### src/design/tlvp_pkg.sv
// Shared types and constants for the TLV chain parser.
// Used by every module of the block; no dependencies.
`default_nettype none

package tlvp_pkg;

    localparam int QueueDepth = 4;
    localparam int QueueIdxW  = $clog2(QueueDepth);
    localparam int QueueCntW  = $clog2(QueueDepth + 1);

    // Chain end status codes
    localparam logic [2:0] ST_RUNNING   = 3'd0;
    localparam logic [2:0] ST_CONSUMED  = 3'd1;
    localparam logic [2:0] ST_LIMIT     = 3'd2;
    localparam logic [2:0] ST_OVERRUN   = 3'd3;
    localparam logic [2:0] ST_HDR_SHORT = 3'd4;

    typedef enum logic [2:0] {
        PH_HDR0,
        PH_HDR1,
        PH_HDR2,
        PH_HDR3,
        PH_VALUE,
        PH_STOP
    } tlvp_phase_t;

    typedef struct packed {
        logic [7:0]  data_byte;
        logic        start_of_buffer;
        logic [15:0] buffer_length;
    } tlvp_in_t;

    typedef struct packed {
        logic [15:0] entry_type;
        logic [15:0] entry_length;
        logic [7:0]  value_byte;
        logic [15:0] value_offset;
        logic        has_value_byte;
        logic        entry_end;
        logic [15:0] entry_number;
        logic        chain_done;
        logic [2:0]  end_status;
    } tlvp_out_t;

    // Queue status seen by the output stage
    typedef struct packed {
        logic not_empty;
        logic full;
    } tlvp_q_stat_t;

endpackage

`default_nettype wire

### src/design/tlvp_front.sv
// Front end: takes buffer bytes, tracks header/value phase and counters,
// and builds one result record per byte that produces one. Uses tlvp_pkg.
`default_nettype none

module tlvp_front (
    input  wire logic              clk,
    input  wire logic              rst_n,
    input  wire logic              in_valid,
    input  wire logic              in_ready,
    input  wire tlvp_pkg::tlvp_in_t  in_data,
    input  wire logic [15:0]       max_entries,
    output logic                   push,
    output tlvp_pkg::tlvp_out_t    push_data
);
    import tlvp_pkg::*;

    tlvp_phase_t phase_reg, phase_next;
    logic [23:0] hdr_reg, hdr_next;
    logic [15:0] type_reg, type_next;
    logic [15:0] len_reg, len_next;
    logic [15:0] rem_reg, rem_next;
    logic [15:0] pos_reg, pos_next;
    logic [15:0] seen_reg, seen_next;

    logic        accept;
    logic        emit;
    tlvp_out_t   res;

    assign accept = in_valid && in_ready;

    always_ff @(posedge clk or negedge rst_n)
    begin
        if (!rst_n)
        begin
            phase_reg <= PH_STOP;
            hdr_reg   <= '0;
            type_reg  <= '0;
            len_reg   <= '0;
            rem_reg   <= '0;
            pos_reg   <= '0;
            seen_reg  <= '0;
        end
        else if (accept)
        begin
            phase_reg <= phase_next;
            hdr_reg   <= hdr_next;
            type_reg  <= type_next;
            len_reg   <= len_next;
            rem_reg   <= rem_next;
            pos_reg   <= pos_next;
            seen_reg  <= seen_next;
        end
    end

    always_comb
    begin
        logic [15:0] num;
        logic [15:0] off;
        logic        done_early;

        phase_next = phase_reg;
        hdr_next   = hdr_reg;
        type_next  = type_reg;
        len_next   = len_reg;
        rem_next   = rem_reg;
        pos_next   = pos_reg;
        seen_next  = seen_reg;
        emit       = 1'b0;
        res        = '0;
        num        = '0;
        off        = '0;
        done_early = 1'b0;

        // A start byte restarts the chain
        if (in_data.start_of_buffer)
        begin
            seen_next  = '0;
            hdr_next   = '0;
            type_next  = '0;
            len_next   = '0;
            pos_next   = '0;
            rem_next   = in_data.buffer_length;
            phase_next = PH_HDR0;
            if (in_data.buffer_length == 16'd0)
            begin
                phase_next     = PH_STOP;
                emit           = 1'b1;
                res.chain_done = 1'b1;
                res.end_status = ST_CONSUMED;
                done_early     = 1'b1;
            end
        end

        if (!done_early)
        begin
            if (phase_next == PH_STOP || rem_next == 16'd0)
            begin
                // drop bytes after the chain has ended
                phase_next = PH_STOP;
            end
            else
            begin
                rem_next = rem_next - 16'd1;
                unique case (phase_next)
                    PH_HDR0, PH_HDR1, PH_HDR2:
                    begin
                        hdr_next   = {hdr_next[15:0], in_data.data_byte};
                        phase_next = tlvp_phase_t'(phase_next + 3'd1);
                        if (rem_next == 16'd0)
                        begin
                            phase_next       = PH_STOP;
                            emit             = 1'b1;
                            res.entry_number = seen_next;
                            res.chain_done   = 1'b1;
                            res.end_status   = ST_HDR_SHORT;
                        end
                    end
                    PH_HDR3:
                    begin
                        type_next  = hdr_next[23:8];
                        len_next   = {hdr_next[7:0], in_data.data_byte};
                        pos_next   = '0;
                        phase_next = PH_VALUE;
                        if (len_next == 16'd0)
                        begin
                            num              = seen_next;
                            seen_next        = seen_next + 16'd1;
                            emit             = 1'b1;
                            res.entry_type   = type_next;
                            res.entry_end    = 1'b1;
                            res.entry_number = num;
                        end
                        else if (len_next > rem_next)
                        begin
                            phase_next       = PH_STOP;
                            emit             = 1'b1;
                            res.entry_type   = type_next;
                            res.entry_length = len_next;
                            res.entry_number = seen_next;
                            res.chain_done   = 1'b1;
                            res.end_status   = ST_OVERRUN;
                        end
                    end
                    PH_VALUE:
                    begin
                        off                = pos_next;
                        num                = seen_next;
                        pos_next           = pos_next + 16'd1;
                        emit               = 1'b1;
                        res.entry_type     = type_next;
                        res.entry_length   = len_next;
                        res.value_byte     = in_data.data_byte;
                        res.value_offset   = off;
                        res.has_value_byte = 1'b1;
                        res.entry_number   = num;
                        if (pos_next == len_next)
                        begin
                            seen_next     = seen_next + 16'd1;
                            res.entry_end = 1'b1;
                        end
                    end
                    default:
                    begin
                        phase_next = PH_STOP;
                    end
                endcase

                // Entry complete: limit first, then buffer end
                if (res.entry_end)
                begin
                    if (max_entries != 16'd0 && seen_next == max_entries)
                    begin
                        phase_next     = PH_STOP;
                        res.chain_done = 1'b1;
                        res.end_status = ST_LIMIT;
                    end
                    else if (rem_next == 16'd0)
                    begin
                        phase_next     = PH_STOP;
                        res.chain_done = 1'b1;
                        res.end_status = ST_CONSUMED;
                    end
                    else
                    begin
                        phase_next = PH_HDR0;
                    end
                end
            end
        end
    end

    assign push      = accept && emit;
    assign push_data = res;

endmodule

`default_nettype wire

### src/design/tlvp_queue.sv
// Small result queue between the front end and the output stage.
// Register storage, one push and one pop per cycle. Uses tlvp_pkg.
`default_nettype none

module tlvp_queue (
    input  wire logic                clk,
    input  wire logic                rst_n,
    input  wire logic                push,
    input  wire tlvp_pkg::tlvp_out_t push_data,
    input  wire logic                pop,
    output tlvp_pkg::tlvp_out_t      head_data,
    output tlvp_pkg::tlvp_q_stat_t   stat
);
    import tlvp_pkg::*;

    tlvp_out_t              mem_reg [QueueDepth];
    logic [QueueIdxW-1:0]   wr_ptr_reg, wr_ptr_next;
    logic [QueueIdxW-1:0]   rd_ptr_reg, rd_ptr_next;
    logic [QueueCntW-1:0]   cnt_reg, cnt_next;

    always_ff @(posedge clk)
    begin
        if (push)
        begin
            mem_reg[wr_ptr_reg] <= push_data;
        end
    end

    always_ff @(posedge clk or negedge rst_n)
    begin
        if (!rst_n)
        begin
            wr_ptr_reg <= '0;
            rd_ptr_reg <= '0;
            cnt_reg    <= '0;
        end
        else
        begin
            wr_ptr_reg <= wr_ptr_next;
            rd_ptr_reg <= rd_ptr_next;
            cnt_reg    <= cnt_next;
        end
    end

    always_comb
    begin
        wr_ptr_next = push ? wr_ptr_reg + 1'b1 : wr_ptr_reg;
        rd_ptr_next = pop  ? rd_ptr_reg + 1'b1 : rd_ptr_reg;
        cnt_next    = cnt_reg;
        if (push && !pop)
        begin
            cnt_next = cnt_reg + 1'b1;
        end
        else if (pop && !push)
        begin
            cnt_next = cnt_reg - 1'b1;
        end
    end

    assign head_data      = mem_reg[rd_ptr_reg];
    assign stat.not_empty = (cnt_reg != '0);
    assign stat.full      = (cnt_reg == QueueCntW'(QueueDepth));

endmodule

`default_nettype wire

### src/design/tlvp_back.sv
// Output stage: pops results from the queue into the output register
// and presents them on the valid/ready channel. Uses tlvp_pkg.
`default_nettype none

module tlvp_back (
    input  wire logic                clk,
    input  wire logic                rst_n,
    input  wire tlvp_pkg::tlvp_q_stat_t stat,
    input  wire tlvp_pkg::tlvp_out_t head_data,
    output logic                     pop,
    output logic                     out_valid,
    input  wire logic                out_ready,
    output tlvp_pkg::tlvp_out_t      out_data
);
    import tlvp_pkg::*;

    logic      valid_reg, valid_next;
    tlvp_out_t data_reg;

    // Advance when the register is empty or its transfer completes
    assign pop = stat.not_empty && (!valid_reg || out_ready);

    always_comb
    begin
        valid_next = valid_reg;
        if (pop)
        begin
            valid_next = 1'b1;
        end
        else if (out_ready)
        begin
            valid_next = 1'b0;
        end
    end

    always_ff @(posedge clk or negedge rst_n)
    begin
        if (!rst_n)
        begin
            valid_reg <= 1'b0;
        end
        else
        begin
            valid_reg <= valid_next;
        end
    end

    always_ff @(posedge clk)
    begin
        if (pop)
        begin
            data_reg <= head_data;
        end
    end

    assign out_valid = valid_reg;
    assign out_data  = data_reg;

endmodule

`default_nettype wire

### src/design/tlv_chain_parser.sv
// TLV chain parser top level: front end, result queue, output stage.
// Throughput: one byte per cycle; in_ready drops only while the 4-entry queue is full.
// A result goes through the queue, then the output register that drives out_valid.
// Reset: parser stopped, queue empty, output invalid, max_entries cleared to 0.
// Uses tlvp_pkg, tlvp_front, tlvp_queue, tlvp_back.
`default_nettype none

module tlv_chain_parser (
    input  wire logic                clk,
    input  wire logic                rst_n,
    input  wire logic                in_valid,
    output logic                     in_ready,
    input  wire tlvp_pkg::tlvp_in_t  in_data,
    output logic                     out_valid,
    input  wire logic                out_ready,
    output tlvp_pkg::tlvp_out_t      out_data,
    input  wire logic                cfg_wr_en,
    input  wire logic [15:0]         cfg_wr_data
);
    import tlvp_pkg::*;

    logic [15:0]  max_entries_reg;
    logic         push;
    logic         pop;
    tlvp_out_t    push_data;
    tlvp_out_t    head_data;
    tlvp_q_stat_t q_stat;

    always_ff @(posedge clk or negedge rst_n)
    begin
        if (!rst_n)
        begin
            max_entries_reg <= '0;
        end
        else if (cfg_wr_en)
        begin
            max_entries_reg <= cfg_wr_data;
        end
    end

    assign in_ready = !q_stat.full;

    tlvp_front u_front (
        .clk         (clk),
        .rst_n       (rst_n),
        .in_valid    (in_valid),
        .in_ready    (in_ready),
        .in_data     (in_data),
        .max_entries (max_entries_reg),
        .push        (push),
        .push_data   (push_data)
    );

    tlvp_queue u_queue (
        .clk       (clk),
        .rst_n     (rst_n),
        .push      (push),
        .push_data (push_data),
        .pop       (pop),
        .head_data (head_data),
        .stat      (q_stat)
    );

    tlvp_back u_back (
        .clk       (clk),
        .rst_n     (rst_n),
        .stat      (q_stat),
        .head_data (head_data),
        .pop       (pop),
        .out_valid (out_valid),
        .out_ready (out_ready),
        .out_data  (out_data)
    );

endmodule

`default_nettype wire

### config.mk
export PLATFORM = sky130hd
export DESIGN_NAME = tlv_chain_parser
export DESIGN_NICKNAME = d
export VERILOG_FILES = /design/src/design/tlvp_pkg.sv /design/src/design/tlvp_front.sv /design/src/design/tlvp_queue.sv /design/src/design/tlvp_back.sv /design/src/design/tlv_chain_parser.sv
export SDC_FILE = /design/constraint.sdc
export NUM_CORES = 1
export LEC_CHECK = 0
export BUFFER_PORTS_ARGS = -buffer_cell sky130_fd_sc_hd__buf_2
export CELL_PAD_IN_SITES_DETAIL_PLACEMENT = 1
export CELL_PAD_IN_SITES_GLOBAL_PLACEMENT = 1
export CORE_AREA = 2 2 220 222
export DETAILED_ROUTE_END_ITERATION = 12
export DIE_AREA = 0 0 222 224
export PLACE_DENSITY = 0.78
export SYNTH_ARGS = -nofsm -noshare
export SYNTH_HDL_FRONTEND = slang
export SYNTH_SLANG_ARGS = --single-unit
### constraint.sdc
create_clock -name clk -period 7.7 [get_ports clk]
set_input_delay 1.155 -clock clk [delete_from_list [all_inputs] [get_ports clk]]
set_output_delay 1.155 -clock clk [all_outputs]
set_load 0.1 [all_outputs]
==> results of run 1 <==
## power by group
| part | total [mW] | switching [mW] | internal, mW |
|---|---|---|---|
| Sequential | 3.94 | 0.369 | 3.57 |
| Clock | 2.58 | 1.08 | 1.50 |
| Combinational | 3.50 | 2.57 | 0.929 |
| Total | 10.0 | 4.02 | 6.00 |
## metal layers
layer,GRT usage,up-vias
met5,0,-
met3,0.0488,140
li1,-,7067
met1,0.381,8354
met4,0.0876,0
met2,0.444,679
## layout make-up
| type | count | area share |
|---|---|---|
| timing repair buffer | 170 | 0.0381 |
| antenna | 3 | 0.000277 |
| clock buffer | 68 | 0.0506 |
| sequential | 521 | 0.554 |
| tap | 615 | 0.0284 |
| multi-input combinational | 1104 | 0.311 |
| clock inverter | 28 | 0.0133 |
| inverter | 34 | 0.00471 |
## placed cells by master, fill, tap and decap left out, types with 30 or more instances in the layout
master / count
dfrtp_1: 127
buf_4: 42
edfxtp_1: 390
and3_1: 31
nand2_1: 138
a22oi_1: 70
nor2_1: 122
nor3_1: 47
buf_2: 123
mux4_2: 78
clkbuf_16: 52
a21oi_1: 66
inv_1: 34
xnor2_1: 39
ha_1: 30
o21ai_0: 102
## synthesized netlist by cell type, drive strengths merged (7+ instances only)
library cell / n
edfxtp: 390
and2: 11
a22o: 29
a21o: 9
nand3: 30
nor3: 51
xnor2: 39
mux2: 21
nor4: 16
nor2b: 25
o22ai: 9
a21oi: 68
o21a: 7
and3: 31
inv: 34
a31oi: 12
nor3b: 8
ha: 30
buf: 40
clkbuf: 73
nor2: 124
or3: 11
nand2: 139
mux2i: 20
dfrtp: 129
a22oi: 70
o21ai: 108
o31ai: 7
xor2: 22
a221o: 7
mux4: 78
nand4: 23
## how the worst max path moves through the flow
stage | startpoint | endpoint | slack [ns]
6_report | in_data[16] | u_queue.cnt_reg[2] | 0.97
3_5_place_dp | in_data[16] | u_queue.cnt_reg[2] | 0.49
4_1_cts | in_data[16] | u_queue.cnt_reg[2] | 1.08
2_1_floorplan | in_data[16] | u_queue.mem_reg[0][0] | 0.02
5_1_grt | in_data[16] | u_queue.cnt_reg[2] | 0.71
3_3_place_gp | in_data[16] | u_queue.cnt_reg[2] | 0.89
## through the flow
step,instances,hold WS (ns),utilization,setup slack (ns)
after floorplan,1772,0.450,-,0.0156
after global placement,2444,0.477,0.535,0.890
after detailed placement,2444,0.478,0.535,0.494
after CTS,2540,0.391,0.572,1.08
after global routing,2542,0.400,0.572,0.715
final,2543,0.409,0.572,0.965
## cell families after synthesis
kind of cell	synth area share
DFF	0.625
and+or+nand+nor	0.109
AOI/OAI and AO/OA	0.109
buffers and inverters	0.0261
muxes	0.0914
xor gates and xnor gates	0.0232
adders and majority gates	0.0165
==> metrics.cfg, run 1 <==
[drt]
dr_wl_met3_um = 4750
wl_per_cell_um = 26.6
drt_pass1_iterations = 7
viasPerCell = 6.39
highest_layer = met4
drt_iter0_drc = 1533
vias = 16200
antenna_left = 0
wl_met1_um = 28800
dr_wl_met2_um = 32200
drc = 0
routed_wl_um = 67600

[finish]
multiInputGateArea_mm2 = 0.00841
final_layout_size_suffix_gt1_frac = 0.201
final_nets = 1960
synthToLayoutAreaGrowth_pct = 12.8
design_area_mm2 = 0.0271
seqCellArea_mm2 = 0.0150
largest_reg_flops = 312
fill_cells = 4657

[clocking]
clockBufferDepth = 3
hold_buffers = 0
clk_pin_slew_ns = 0.06
cts_tree = yes
htree_levels = 2
root_buffer = clkbuf_16
cts.sinks = 521
cts_resized = 0
cts_setup_buffers = 0
numCtsBuffers = 52
clk_latency_ns = 0.61

[placement]
dp_hpwl_um = 46400
port_buffers = 125
globalplace.congestion = 0.895
placed_cell_area_mm2 = 0.0253

[setup_path]
regToRegSetupSlack_ns = 1.73
r2r_start = u_front.pos_reg[1]
cp_num_cells = 21
critPathSlowestCell = a21oi_2
r2r_cells = 14
crit_chain = buf_4 -> mux2_2 -> or3_1 -> or3_1 -> nor3_2 -> o21ai_0 -> xnor2_1 -> ha_1 -> nand4_1 -> nor2_1 -> o21ai_0 -> a21oi_1 -> nor2_1 -> a32o_1 -> a21oi_2 -> ha_1 -> inv_1 -> fa_1 -> xor2_1 -> nor2_1 -> xor2_1
cp_slowest_stage_delay_ns = 0.51
cp-start-kind = primary input
cpMostUsedCell = nor2_1
cp_top_family = compound AO/OA/AOI/OAI gates
cp-end-kind = register
path_max_fanout = 50
crit_type = primary input to register
worst_ep_arrival_time_ns = 7.25
crit_buf_inv = 2
required_ns = 8.22
r2r-end = u_queue.mem_reg[0][3]

[floorplan]
dieArea_mm2 = 0.0497
initial_core_util = 0.507
coreArea_mm2 = 0.0473
rows = 80
die_w_um = 222
die_y_um = 224
ios = 126

[sta]
slew_headroom = 0.0986
rsz0062_at_grt = false
drv_slew = 0
final_hold_viol_count = 0
final-setup-viol-count = 0
max_freq_ghz = 0.148
finClkSkew_ns = 0.0264
min_period_ns = 6.73
fin_setup_tns_ns = 0
final.period_utilization = 0.875
tightest_slew_ns = 1.34

[logic_synthesis]
yosys.area.top_type = edfxtp_1
synth_edf_count = 390
yosys_most_used_dff = edfxtp_1
synth.ff_latch_count = 521
avgSynthCellArea_um2 = 13.5
yosysWarnings = 0
syn_inst = 1772
ys_seq_area_frac = 0.625
synth_area_mm2 = 0.0240
synth-async-reset-ratio = 0.251
syn_nets = 1849
synth_cell_types = 94
synthTopCellsByArea = edfxtp_1 49%, dfrtp_1 13%, mux4_2 7.3%
synth_top_area_frac = 0.488

[global_routing]
grt_pass1_wl_um = 104000
antenna_found_initial = 2
grt_max_degree = 77
overflow = 0
track_usage = 0.274
first_global_vias = 17100

[pwr]
p_total_mw = 10.0
peakVddDrop_mv = 0.245
p_per_area_mw_per_mm2 = 370
p_leak_nw = 9.74

[job]
maxCapViolations = 0

[hold_path]
hp-class = primary input to asynchronous set/reset pin

[status]
status = finished clean

(Power assumes the default switching activity.)
==> run 2, diff against run 1 <==
--- a/config.mk
+++ b/config.mk
@@ -12,6 +12,7 @@
 export DETAILED_ROUTE_END_ITERATION = 12
 export DIE_AREA = 0 0 222 224
 export PLACE_DENSITY = 0.78
+export RECOVER_POWER = 100
 export SYNTH_ARGS = -nofsm -noshare
 export SYNTH_HDL_FRONTEND = slang
 export SYNTH_SLANG_ARGS = --single-unit
==> metrics.cfg, run 2 (synthesis results as in run 1) <==
[status]
status = finished, violations left
violations = capacitance limit, slew limit

[placement]
placedCellCount = 2444
dp_hpwl_um = 46400
globalplace.congestion = 0.895
port_buffers = 125

[clocking]
cts_tree = yes
cts_setup_buffers = 0
numCtsBuffers = 52
clk_pin_slew_ns = 0.06
cts_resized = 0
root_buffer = clkbuf_16
clockBufferDepth = 3
htree_levels = 2
hold_buffers = 0
cts.sinks = 521
clk_latency_ns = 0.61

[setup_path]
critPathSlowestCell = nor4_1
cp-start-kind = primary input
cp-end-kind = register
startpoint = in_data[16]
crit_buf_inv = 1
required_ns = 8.01
cp_top_family = simple AND/OR/NAND/NOR gates
r2r_start = u_front.pos_reg[1]
cp_slowest_stage_delay_ns = 0.99
crit_type = primary input to register
path_max_fanout = 50
crit_chain = buf_4 -> nor2b_1 -> ha_1 -> nand4_1 -> nor4_1 -> xnor2_1 -> a221oi_1 -> o211a_4 -> nand2_1 -> o211ai_1 -> xor2_1 -> or4_1 -> nor4b_1 -> a311oi_1 -> nor2_1
worst_ep_arrival_time_ns = 7.51

[pwr]
peakVddDrop_mv = 0.241
p_per_area_mw_per_mm2 = 372
clockPowerShare = 0.258
p_leak_nw = 9.41
swShare = 0.402
sequentialPowerShare = 0.396
p_total_mw = 9.99
p_sw_mw = 4.02
p_int_mw = 5.97
p_comb_frac = 0.346

[sta]
fin_setup_tns_ns = 0
final-setup-viol-count = 0
final_hold_viol_count = 0
final.period_utilization = 0.936
slew_headroom = -1.66
max_freq_ghz = 0.139
tightest_slew_ns = 3.99
rsz0062_at_grt = false
drv_slew = 293
min_period_ns = 7.20
finClkSkew_ns = 0.0255

[drt]
routed_wl_um = 67800
viasPerCell = 6.42
wl_per_cell_um = 26.7
drt_pass1_iterations = 5
drc = 0
drt_iter0_drc = 1466
antenna_left = 0
vias = 16300

[floorplan]
die_w_um = 222
ios = 126
dieArea_mm2 = 0.0497
initial_core_util = 0.507
die_y_um = 224
rows = 80
coreArea_mm2 = 0.0473

[global_routing]
antenna_found_initial = 2
overflow = 0
track_usage = 0.274
first_global_vias = 17100
grt_max_degree = 77
grt_pass1_wl_um = 104000

[finish]
fill_cells = 4709
fin_cells = 2542
final_common_cell = edfxtp_1
largest_reg_flops = 312
final_nets = 1960
synthToLayoutAreaGrowth_pct = 11.8
final_layout_size_suffix_gt1_frac = 0.146
final_cell_mix = 390 x edfxtp_1, 138 x nand2_1, 128 x dfrtp_1, 123 x nor2_1, 110 x clkbuf_1

[hold_path]
hp-class = register to register
min_from = u_front.phase_reg[1]

[job]
maxCapViolations = 6

==> run 2: final cells by class <==
cell class	instances	area, um^2	share of cell area
Clock inverter	28	359	0.0134
Timing Repair Buffer	170	865	0.0322
Tap cell	615	769	0.0287
Clock buffer	68	1370	0.0511
Multi-Input combinational cell	1104	8350	0.311
Inverter	34	128	0.00475
Antenna cell	2	5.00	0.000186
Sequential cell	521	15000	0.559
==> run 2: through the flow <==
step,utilization,hold WS [ns],instance area [um^2],worst slack [ns]
final,0.567,0.493,26800,0.496
after CTS,0.572,0.391,27100,1.08
after global placement,0.535,0.477,25300,0.890
after detailed placement,0.535,0.478,25300,0.494
after floorplan,-,0.450,24000,0.0156
after global routing,0.567,0.539,26800,0.359
==> run 2: worst paths after layout <==
path	end	slack, ns	depth (start not counted)
min in group asynchronous	u_back.out_valid	0.66	1
max	u_queue.mem_reg[0][3]	0.50	15
min reg2reg	u_front.phase_reg[1]	0.49	2
min	u_front.phase_reg[1]	0.49	2
max in group asynchronous	u_queue.rd_ptr_reg[1]	2.74	2
max reg2reg	u_queue.mem_reg[0][3]	0.92	14
==> run 2: worst min-delay path: cells and delay by family, from the launching register on <==
kind	cells	cell delay, ns
DFF	1	0.34
AOI/OAI and AO/OA	1	0.07
and+or+nand+nor	1	0.05
==> run 2: per-layer routing <==
metal / global-route usage / vias up / wire [um]
met5: 0 / - / 0
met3: 0.0488 / 145 / 4540
met1: 0.381 / 8412 / 29000
li1: - / 7077 / -
met2: 0.444 / 676 / 32400
met4: 0.0876 / 0 / 1910
==> run 2: power by group through the flow <==
stage | Combinational, mW | Clock (mW) | Sequential [mW]
2_1_floorplan | 1.45 | 0 | 5.19
3_3_place_gp | 3.42 | 0 | 3.96
3_5_place_dp | 3.49 | 0 | 3.99
4_1_cts | 3.51 | 2.62 | 3.94
5_1_grt | 3.64 | 2.71 | 4.01
6_report | 3.46 | 2.58 | 3.95
